--- config.mk ---
export PLATFORM = sky130hd
export DESIGN_NAME = buffer_pool_lifecycle_manager_top
export DESIGN_NICKNAME = d
export VERILOG_FILES = /design/src/hw/rtl/bplm_pkg.sv /design/src/hw/rtl/bplm_ram.sv /design/src/hw/rtl/bplm_ctrl.sv /design/src/hw/rtl/bplm_dp.sv /design/src/hw/rtl/buffer_pool_lifecycle_manager_top.sv
export SDC_FILE = /design/constraint.sdc
export NUM_CORES = 1
export LEC_CHECK = 0
export ABC_AREA = 1
export BUFFER_PORTS_ARGS = -buffer_cell sky130_fd_sc_hd__buf_2
export CORE_UTILIZATION = 40
export DETAILED_ROUTE_END_ITERATION = 7
export PLACE_DENSITY = 0.65
export RECOVER_POWER = 100
export SLEW_MARGIN = 20
export SYNTH_ARGS = -nofsm -noshare
export SYNTH_HDL_FRONTEND = slang
export SYNTH_SLANG_ARGS = --single-unit
--- constraint.sdc ---
create_clock -name clock -period 8.47 [get_ports clock]
set_clock_uncertainty 0.05 [all_clocks]
set_input_delay 1.2705 -clock clock [delete_from_list [all_inputs] [get_ports clock]]
set_output_delay 1.2705 -clock clock [all_outputs]
set_load 0.05 [all_outputs]
--- src/hw/rtl/bplm_pkg.sv ---
package bplm_pkg;

   localparam int REQ_W = 3;
   localparam int BIDX_W = 4;
   localparam int OUT_W = 2;
   localparam int ST_W = 3;

   // request codes
   localparam logic [REQ_W-1:0] REQ_CLAIM_FILL = 3'd0;
   localparam logic [REQ_W-1:0] REQ_CLAIM_PROC = 3'd1;
   localparam logic [REQ_W-1:0] REQ_FILLED = 3'd2;
   localparam logic [REQ_W-1:0] REQ_UNFILLED = 3'd3;
   localparam logic [REQ_W-1:0] REQ_PROCESSED = 3'd4;
   localparam logic [REQ_W-1:0] REQ_WRITTEN = 3'd5;

   // buffer status codes
   localparam logic [ST_W-1:0] ST_EMPTY = 3'd0;
   localparam logic [ST_W-1:0] ST_FILLING = 3'd1;
   localparam logic [ST_W-1:0] ST_FILLED = 3'd2;
   localparam logic [ST_W-1:0] ST_PROCESSING = 3'd3;
   localparam logic [ST_W-1:0] ST_PROCESSED = 3'd4;
   localparam logic [ST_W-1:0] ST_WRITTEN = 3'd5;

   // outcome codes
   localparam logic [OUT_W-1:0] OUT_DONE = 2'd0;
   localparam logic [OUT_W-1:0] OUT_NONE = 2'd1;
   localparam logic [OUT_W-1:0] OUT_FULL = 2'd2;
   localparam logic [OUT_W-1:0] OUT_UNUSED = 2'd3;

   typedef enum logic [1:0] {
      S_IDLE,
      S_READ,
      S_EXEC,
      S_RESP
   } state_type;

   typedef struct packed {
      logic latch;
      logic exec;
      logic load;
   } cmd_type;

   typedef struct packed {
      logic rsp_busy;
   } stat_type;

endpackage

--- src/hw/rtl/bplm_ram.sv ---
module bplm_ram #(
   parameter int WIDTH = 4,
   parameter int DEPTH = 16
) (
   input  logic                     clock,
   input  logic                     we,
   input  logic [$clog2(DEPTH)-1:0] waddr,
   input  logic [WIDTH-1:0]         wdata,
   input  logic [$clog2(DEPTH)-1:0] raddr,
   output logic [WIDTH-1:0]         rdata
);

   logic [WIDTH-1:0] mem [DEPTH];
   logic [WIDTH-1:0] rdata_ff;

   always_ff @(posedge clock) begin
      if (we) begin
         mem[waddr] <= wdata;
      end
      rdata_ff <= mem[raddr];
   end

   assign rdata = rdata_ff;

endmodule

--- src/hw/rtl/bplm_ctrl.sv ---
module bplm_ctrl import bplm_pkg::*; (
   input  logic     clock,
   input  logic     reset,
   input  logic     req_valid,
   output logic     req_ready,
   input  stat_type stat,
   output cmd_type  cmd
);

   state_type state_ff, state_in;

   always_ff @(posedge clock) begin
      if (reset) begin
         state_ff <= S_IDLE;
      end else begin
         state_ff <= state_in;
      end
   end

   always_comb begin
      state_in = state_ff;
      unique case (state_ff)
         S_IDLE: begin
            if (req_valid) state_in = S_READ;
         end
         S_READ: state_in = S_EXEC;
         S_EXEC: state_in = S_RESP;
         S_RESP: begin
            if (!stat.rsp_busy) state_in = S_IDLE;
         end
         default: state_in = S_IDLE;
      endcase
   end

   always_comb begin
      req_ready = 1'b0;
      cmd = '0;
      unique case (state_ff)
         S_IDLE: begin
            req_ready = 1'b1;
            cmd.latch = req_valid;
         end
         S_READ: ;
         S_EXEC: cmd.exec = 1'b1;
         S_RESP: cmd.load = !stat.rsp_busy;
         default: ;
      endcase
   end

endmodule

--- src/hw/rtl/bplm_dp.sv ---
module bplm_dp import bplm_pkg::*; #(
   parameter int NUM_BUFFERS = 16
) (
   input  logic              clock,
   input  logic              reset,
   input  cmd_type           cmd,
   output stat_type          stat,
   input  logic [REQ_W-1:0]  req_type,
   input  logic [BIDX_W-1:0] req_buffer_index,
   output logic              rsp_valid,
   input  logic              rsp_ready,
   output logic [BIDX_W-1:0] rsp_granted_index,
   output logic [OUT_W-1:0]  rsp_outcome
);

   localparam int IDX_W = $clog2(NUM_BUFFERS);
   localparam int CNT_W = $clog2(NUM_BUFFERS + 1);
   localparam logic [IDX_W-1:0] LAST_IDX = IDX_W'(NUM_BUFFERS - 1);
   localparam logic [CNT_W-1:0] FULL_CNT = CNT_W'(NUM_BUFFERS);
   localparam logic [IDX_W:0] WRAP = (IDX_W+1)'(NUM_BUFFERS);

   logic [REQ_W-1:0]  type_ff;
   logic [BIDX_W-1:0] idx_ff;
   logic [IDX_W-1:0]  free_head_ff, free_head_in, ready_head_ff, ready_head_in;
   logic [CNT_W-1:0]  free_count_ff, free_count_in, ready_count_ff, ready_count_in;
   logic [NUM_BUFFERS-1:0] free_vld_ff, free_vld_in, stat_vld_ff, stat_vld_in;
   logic [IDX_W-1:0]  granted_ff, granted_in;
   logic [OUT_W-1:0]  outcome_ff, outcome_in;
   logic              rsp_valid_ff;
   logic [BIDX_W-1:0] rsp_granted_ff;
   logic [OUT_W-1:0]  rsp_outcome_ff;

   logic              st_we, fq_we, rq_we;
   logic [IDX_W-1:0]  st_waddr, fq_waddr, rq_waddr, fq_wdata, rq_wdata;
   logic [ST_W-1:0]   st_wdata, st_rdata, cur_status, partner;
   logic [IDX_W-1:0]  fq_rdata, rq_rdata, b_idx, free_pop, free_tail, ready_tail;
   logic [IDX_W:0]    free_sum, ready_sum;
   logic              in_range;

   bplm_ram #(.WIDTH(ST_W), .DEPTH(NUM_BUFFERS)) u_status (
      .clock(clock), .we(st_we), .waddr(st_waddr), .wdata(st_wdata),
      .raddr(b_idx), .rdata(st_rdata)
   );

   bplm_ram #(.WIDTH(IDX_W), .DEPTH(NUM_BUFFERS)) u_free_q (
      .clock(clock), .we(fq_we), .waddr(fq_waddr), .wdata(fq_wdata),
      .raddr(free_head_ff), .rdata(fq_rdata)
   );

   bplm_ram #(.WIDTH(IDX_W), .DEPTH(NUM_BUFFERS)) u_ready_q (
      .clock(clock), .we(rq_we), .waddr(rq_waddr), .wdata(rq_wdata),
      .raddr(ready_head_ff), .rdata(rq_rdata)
   );

   assign b_idx = IDX_W'(idx_ff);
   assign in_range = 32'(idx_ff) < NUM_BUFFERS;

   // untouched status entries read as empty, untouched free entries hold their own index
   assign cur_status = stat_vld_ff[b_idx] ? st_rdata : ST_EMPTY;
   assign free_pop = free_vld_ff[free_head_ff] ? fq_rdata : free_head_ff;
   assign partner = (type_ff == REQ_PROCESSED) ? ST_WRITTEN : ST_PROCESSED;

   // tail = (head + count) mod N; sum stays below 2N on a push
   assign free_sum = (IDX_W+1)'(free_head_ff) + (IDX_W+1)'(free_count_ff);
   assign ready_sum = (IDX_W+1)'(ready_head_ff) + (IDX_W+1)'(ready_count_ff);
   assign free_tail = IDX_W'((free_sum >= WRAP) ? free_sum - WRAP : free_sum);
   assign ready_tail = IDX_W'((ready_sum >= WRAP) ? ready_sum - WRAP : ready_sum);

   always_comb begin
      st_we = 1'b0;
      st_waddr = b_idx;
      st_wdata = ST_EMPTY;
      fq_we = 1'b0;
      fq_waddr = free_tail;
      fq_wdata = b_idx;
      rq_we = 1'b0;
      rq_waddr = ready_tail;
      rq_wdata = b_idx;
      free_head_in = free_head_ff;
      free_count_in = free_count_ff;
      ready_head_in = ready_head_ff;
      ready_count_in = ready_count_ff;
      free_vld_in = free_vld_ff;
      stat_vld_in = stat_vld_ff;
      granted_in = granted_ff;
      outcome_in = outcome_ff;
      if (cmd.exec) begin
         granted_in = '0;
         outcome_in = OUT_DONE;
         case (type_ff) inside
            REQ_CLAIM_FILL: begin
               if (free_count_ff == '0) begin
                  outcome_in = OUT_NONE;
               end else begin
                  granted_in = free_pop;
                  free_head_in = (free_head_ff == LAST_IDX) ? '0 : free_head_ff + 1'b1;
                  free_count_in = free_count_ff - 1'b1;
                  st_we = 1'b1;
                  st_waddr = free_pop;
                  st_wdata = ST_FILLING;
               end
            end
            REQ_CLAIM_PROC: begin
               if (ready_count_ff == '0) begin
                  outcome_in = OUT_NONE;
               end else begin
                  granted_in = rq_rdata;
                  ready_head_in = (ready_head_ff == LAST_IDX) ? '0 : ready_head_ff + 1'b1;
                  ready_count_in = ready_count_ff - 1'b1;
                  st_we = 1'b1;
                  st_waddr = rq_rdata;
                  st_wdata = ST_PROCESSING;
               end
            end
            REQ_FILLED: begin
               if (in_range) begin
                  st_we = 1'b1;
                  st_wdata = ST_FILLED;
                  if (ready_count_ff == FULL_CNT) begin
                     outcome_in = OUT_FULL;
                  end else begin
                     rq_we = 1'b1;
                     ready_count_in = ready_count_ff + 1'b1;
                  end
               end
            end
            REQ_UNFILLED, REQ_PROCESSED, REQ_WRITTEN: begin
               if (in_range) begin
                  st_we = 1'b1;
                  if (type_ff != REQ_UNFILLED && cur_status != partner) begin
                     st_wdata = (type_ff == REQ_PROCESSED) ? ST_PROCESSED : ST_WRITTEN;
                  end else begin
                     st_wdata = ST_EMPTY;
                     if (free_count_ff == FULL_CNT) begin
                        outcome_in = OUT_FULL;
                     end else begin
                        fq_we = 1'b1;
                        free_count_in = free_count_ff + 1'b1;
                     end
                  end
               end
            end
            default: ;
         endcase
         if (st_we) stat_vld_in[st_waddr] = 1'b1;
         if (fq_we) free_vld_in[fq_waddr] = 1'b1;
      end
   end

   always_ff @(posedge clock) begin
      if (reset) begin
         free_head_ff <= '0;
         free_count_ff <= FULL_CNT;
         ready_head_ff <= '0;
         ready_count_ff <= '0;
         free_vld_ff <= '0;
         stat_vld_ff <= '0;
         rsp_valid_ff <= 1'b0;
      end else begin
         free_head_ff <= free_head_in;
         free_count_ff <= free_count_in;
         ready_head_ff <= ready_head_in;
         ready_count_ff <= ready_count_in;
         free_vld_ff <= free_vld_in;
         stat_vld_ff <= stat_vld_in;
         if (cmd.load) begin
            rsp_valid_ff <= 1'b1;
         end else if (rsp_ready) begin
            rsp_valid_ff <= 1'b0;
         end
      end
   end

   always_ff @(posedge clock) begin
      if (cmd.latch) begin
         type_ff <= req_type;
         idx_ff <= req_buffer_index;
      end
      granted_ff <= granted_in;
      outcome_ff <= outcome_in;
      if (cmd.load) begin
         rsp_granted_ff <= BIDX_W'(granted_ff);
         rsp_outcome_ff <= outcome_ff;
      end
   end

   assign stat.rsp_busy = rsp_valid_ff && !rsp_ready;
   assign rsp_valid = rsp_valid_ff;
   assign rsp_granted_index = rsp_granted_ff;
   assign rsp_outcome = rsp_outcome_ff;

endmodule

--- src/hw/rtl/buffer_pool_lifecycle_manager_top.sv ---
// Buffer pool lifecycle manager.
// req_ channel: one beat is a request (req_type, req_buffer_index): claim a
// buffer to fill, claim a filled buffer to process, or return a buffer as
// filled, unfilled, processed or written. rsp_ channel: exactly one beat per
// request with the granted buffer (zero unless a claim succeeds) and an
// outcome: done, no buffer available, or queue full with the push dropped.
// A buffer rejoins the empty queue once both processed and written arrive.
// Timing: a request is taken in idle, the status table and queue heads are
// read in the next cycle (registered RAM reads), updated in the cycle after,
// and the response register loads in S_RESP once it is free. A new request
// is taken only after the previous one has loaded its response. The
// response register lets the next request be accepted while a response
// still waits; if rsp_ready stays low, the following request holds in its
// last step until the register frees.
// Reset (synchronous) marks every buffer empty, fills the empty queue with
// buffers 0 to NUM_BUFFERS-1 in order and empties the filled queue; no
// clearing pass is needed, so requests are taken right after reset.
module buffer_pool_lifecycle_manager_top import bplm_pkg::*; #(
   parameter int NUM_BUFFERS = 16
) (
   input  logic              clock,
   input  logic              reset,
   input  logic              req_valid,
   output logic              req_ready,
   input  logic [REQ_W-1:0]  req_type,
   input  logic [BIDX_W-1:0] req_buffer_index,
   output logic              rsp_valid,
   input  logic              rsp_ready,
   output logic [BIDX_W-1:0] rsp_granted_index,
   output logic [OUT_W-1:0]  rsp_outcome
);

   cmd_type  cmd;
   stat_type stat;

   bplm_ctrl u_ctrl (
      .clock(clock),
      .reset(reset),
      .req_valid(req_valid),
      .req_ready(req_ready),
      .stat(stat),
      .cmd(cmd)
   );

   bplm_dp #(.NUM_BUFFERS(NUM_BUFFERS)) u_dp (
      .clock(clock),
      .reset(reset),
      .cmd(cmd),
      .stat(stat),
      .req_type(req_type),
      .req_buffer_index(req_buffer_index),
      .rsp_valid(rsp_valid),
      .rsp_ready(rsp_ready),
      .rsp_granted_index(rsp_granted_index),
      .rsp_outcome(rsp_outcome)
   );

   a_one_in_flight: assert property (@(posedge clock) disable iff (reset)
      req_valid && req_ready |=> !req_ready)
      else $error("request accepted while one is in flight");

   a_load_shows: assert property (@(posedge clock) disable iff (reset)
      cmd.load |=> rsp_valid)
      else $error("response load did not raise rsp_valid");

   a_load_free: assert property (@(posedge clock) disable iff (reset)
      cmd.load |-> !(rsp_valid && !rsp_ready))
      else $error("response overwritten before it was taken");

   a_outcome_code: assert property (@(posedge clock) disable iff (reset)
      rsp_valid |-> rsp_outcome != OUT_UNUSED)
      else $error("undefined outcome code");

endmodule
==> run summary <==
After global routing the overflow that remains totals 0. At the later pin of the worst-skew pair, clock insertion delay measures 0.54 ns. After detailed routing, the number of remaining DRC violations is 0. The logs give 48 for the number of library cell types mapped by synthesis and 0.853 for the routability-driven placement congestion ratio.

For this design the static power due to leakage is 0.00461 uW. In this run, the number of DRC markers left after iteration 0 of detailed routing was 705. The core area was 28000 um2. The stage delay of the slowest cell on the critical path came out at 1.83 ns. Total power for the finished layout comes to 3130 uW. Maximum vdd ir drop: 146 uV.

In the final routed layout, each cell accounts on average for 16.6 um. In this run the worst hold path is classified as flip-flop to flip-flop. In the synthesized netlist, the cells that appear most often are 195 x edfxtp_1, 155 x nor2_1, 112 x nand2_1. The post-route setup TNS is 0 ns. From bottom edge to top edge, the die measures 171 um. The maximum number of pins on one net before global-route repair is 71, and the worst hold slack is 0.367 ns.

The worst setup path is captured at a flip-flop. Root buffer cell: clkbuf_16. The number of global-route vias before repair is 7389, and the power density over the cells is 248 nW/um2. The count of flip-flops with a built-in enable after synthesis is 195, and the horizontal die dimension is 171 um. The run gives 0.451 as the final standard cell utilization of the core. The tools report the number of max-slew violations in the final report as 255. In the final layout, the multi-input gates occupy 3520 um2. Most repeated cell in the gate-level netlist after synthesis: edfxtp_1. At the pin with the least slew margin, the transition time is 2.59 ns. Fill cells in the final layout number 2603. The final layout net count came out at 1123.

The final antenna diode count is 0, and the number of maximum-capacitance violations is 6. A synthesized cell averages 10.7 um2. In this run the count of I/O pins placed on the die edge is 19. The run gives 1490 as the number of standard cells in the final layout excluding fillers. Clock-pin slew was measured on the worst setup and hold paths at 0.06 ns.

The final reports fail on capacitance limit, slew limit. The cell repeated most along the worst path is nand3_1. For the number of placed instances, taps included, the log shows 1440. After clock tree synthesis, the flow added hold-fix buffers numbering 0. The signal on the critical path passes through clkbuf_1 > inv_1 > a21oi_1 > o21ai_0 > nand3_1 > nand3_1 > nand3_1 > nand2_1 > nand2_4 > clkinvlp_2 > nand2_1 > inv_1. The port buffer count was 18; the shortest period the worst path allows was 5.54 ns. The cell type of the slowest stage on the worst timing path is clkbuf_1. The logs give 0.410 for the initial standard-cell utilization of the core and 0 for the number of buffers inserted by post-CTS setup repair. The synthesized flop and latch total is 259, and the detailed-route wire length is 24.7 mm. At the worst endpoint, the required time is 8.68 ns. The CTS H-tree depth is 1. The tools report the CTS buffer count as 27. Post-synthesis cell count: 1075. Setup repair after global routing left no endpoint under its margin.

Yosys attributes the largest share of cell area to edfxtp_1 51%, dfxtp_1 11%, nor2_1 5.1%, o21ai_0 4.4%, nand2_1 3.7%. The critical path start-end classification is flip-flop to flip-flop. The first global-routing pass estimated 38.7 mm of wire. Setup violations remaining at the end of the flow were counted as 0.

Data on the critical path arrives at its endpoint at 5.75 ns. After floorplanning, the core was divided into 61 placement rows. The initial antenna violation count was 0.

In the routed layout, each cell is associated on average with a via count of 5.19. The run gives 0.170 as the total routing resource utilization after global routing. The post-route clock period utilization is 0.654, and the maximum buffer depth of the clock tree is 3. The net count after synthesis is 1107.

The ratio of cells with drive above 1 in the final layout came out at 0.0863. Share of the yosys chip area belonging to registers: 0.622. The area share of the leading cell type in the synthesized netlist is 0.510, and the top fanout value on the critical path is 49. The proportion of synthesized flip-flops having asynchronous set or reset works out to 0. After clock tree synthesis, the repair step resized 0 gates. The clock drives 259 sinks. The flow ran to the end, but the final reports show violations.

The overall via count from detail_route was 7726; the post-synthesis cell area was 11500 um2. TritonCTS built the clock tree. The count of nets left with antenna violations once routing finished came out at 0. The die covers 29400 um2. Registers take 7140 um2. Of all cell types, the one taking the most synthesized area is edfxtp_1. The area added between synthesis and finish is 10.2%.

The Yosys warning count is 0, and the half-perimeter wire length of the detailed placement result is 16.1 mm. STA classifies the critical path startpoint as a flip-flop. Based on the critical path, the design can be clocked at up to 0.181 GHz.

Dominant register cell in the synthesized netlist: edfxtp_1. The iteration count of the initial detailed-routing pass is 5. The number of hold-slack violations in the final timing report is 0. For the worst slew margin relative to its limit, the log shows -0.730.
[path summary, 6_finish.rpt]
kind / depth (start not counted) / to / start / slack (ns)
min reg2reg: 0 / u_dp.rsp_outcome[1] / u_dp.outcome_ff[1] / 0.37
max: 12 / u_dp.u_free_q.mem[7][2] / u_dp.b_idx[1] / 2.93
max reg2reg: 12 / u_dp.u_free_q.mem[7][2] / u_dp.b_idx[1] / 2.93
min: 0 / u_dp.rsp_outcome[1] / u_dp.outcome_ff[1] / 0.37
[stage by stage]
| step | worst slack [ns] | cell area, um2 |
|---|---|---|
| after floorplan | 5.74 | 11500 |
| after global placement | 5.19 | 11900 |
| after detailed placement | 5.15 | 11900 |
| after CTS | 5.09 | 12800 |
| after global routing | 2.49 | 12600 |
| final | 2.93 | 12600 |
[kinds of logic after synthesis]
| family | share of synthesized area |
|---|---|
| muxes | 0.00524 |
| adders and majority gates | 0.0255 |
| and+or+nand+nor | 0.157 |
| DFF | 0.622 |
| buffers and inverters | 0.0570 |
| AOI/OAI and AO/OA | 0.123 |
| xor gates and xnor gates | 0.00993 |
[placed cells by master, fill, tap and decap left out, types with 4 or more instances in the layout]
| cell | synthesis | final |
|---|---|---|
| nor3_1 | 7 | 10 |
| bufinv_16 | 0 | 5 |
| o22ai_1 | 14 | 14 |
| dfxtp_1 | 64 | 63 |
| mux2i_1 | 6 | 6 |
| nand3_2 | 11 | 6 |
| o32ai_1 | 10 | 10 |
| nand3_1 | 58 | 64 |
| inv_2 | 12 | 8 |
| xor2_1 | 7 | 7 |
| buf_2 | 3 | 9 |
| nor2_1 | 155 | 163 |
| a21oi_1 | 49 | 51 |
| fa_1 | 4 | 4 |
| a21oi_2 | 12 | 10 |
| o221ai_1 | 21 | 21 |
| o211ai_1 | 8 | 8 |
| clkinv_2 | 2 | 6 |
| nand4_1 | 7 | 7 |
| o21ai_0 | 100 | 101 |
| clkbuf_16 | 0 | 27 |
| clkbuf_1 | 30 | 22 |
| edfxtp_1 | 195 | 195 |
| ha_1 | 17 | 17 |
| xnor2_1 | 6 | 6 |
| inv_1 | 104 | 105 |
| clkinv_1 | 3 | 10 |
| nand2_1 | 112 | 124 |
[power breakdown]
part | total (uW) | switching [uW] | internal, uW
registers | 1480 | 23.6 | 1460
logic | 433 | 330 | 103
clock network | 1220 | 475 | 748
total | 3130 | 829 | 2310
[critical path, delay by kind of cell, from the launching register on]
kind	cells	cell delay (ns)
and+or+nand+nor	6	1.02
AOI/OAI and AO/OA	2	0.46
buffers and inverters	4	3.39
DFF	1	0.32
[layer usage]
layer  GRT usage  routed length (um)
met5           0                   0
met4      0.0555                 590
met3      0.0320                1580
met2       0.279               11400
met1       0.228               11200
[state kept, by name, indices dropped and copies added (netlist names), 4 cells and up]
name                    flops
u_dp.b_idx                  4
u_dp.free_count_ff          5
u_dp.free_head_ff           4
u_dp.free_vld_ff           16
u_dp.granted_ff             4
u_dp.ready_count_ff         5
u_dp.ready_head_ff          4
u_dp.rsp_granted_index      4
u_dp.stat_vld_ff           16
u_dp.u_free_q.mem          64
u_dp.u_free_q.rdata         4
u_dp.u_ready_q.mem         64
u_dp.u_ready_q.rdata        4
u_dp.u_status.mem          48
[cell type report]
type / count / area share
Clock buffer: 33 / 0.0560
Clock inverter: 17 / 0.0171
Inverter: 122 / 0.0366
Multi-Input combinational cell: 653 / 0.278
Sequential cell: 259 / 0.565
Tap cell: 378 / 0.0374
Timing Repair Buffer: 28 / 0.00980
Note: power is estimated with default switching activity, not from simulation.
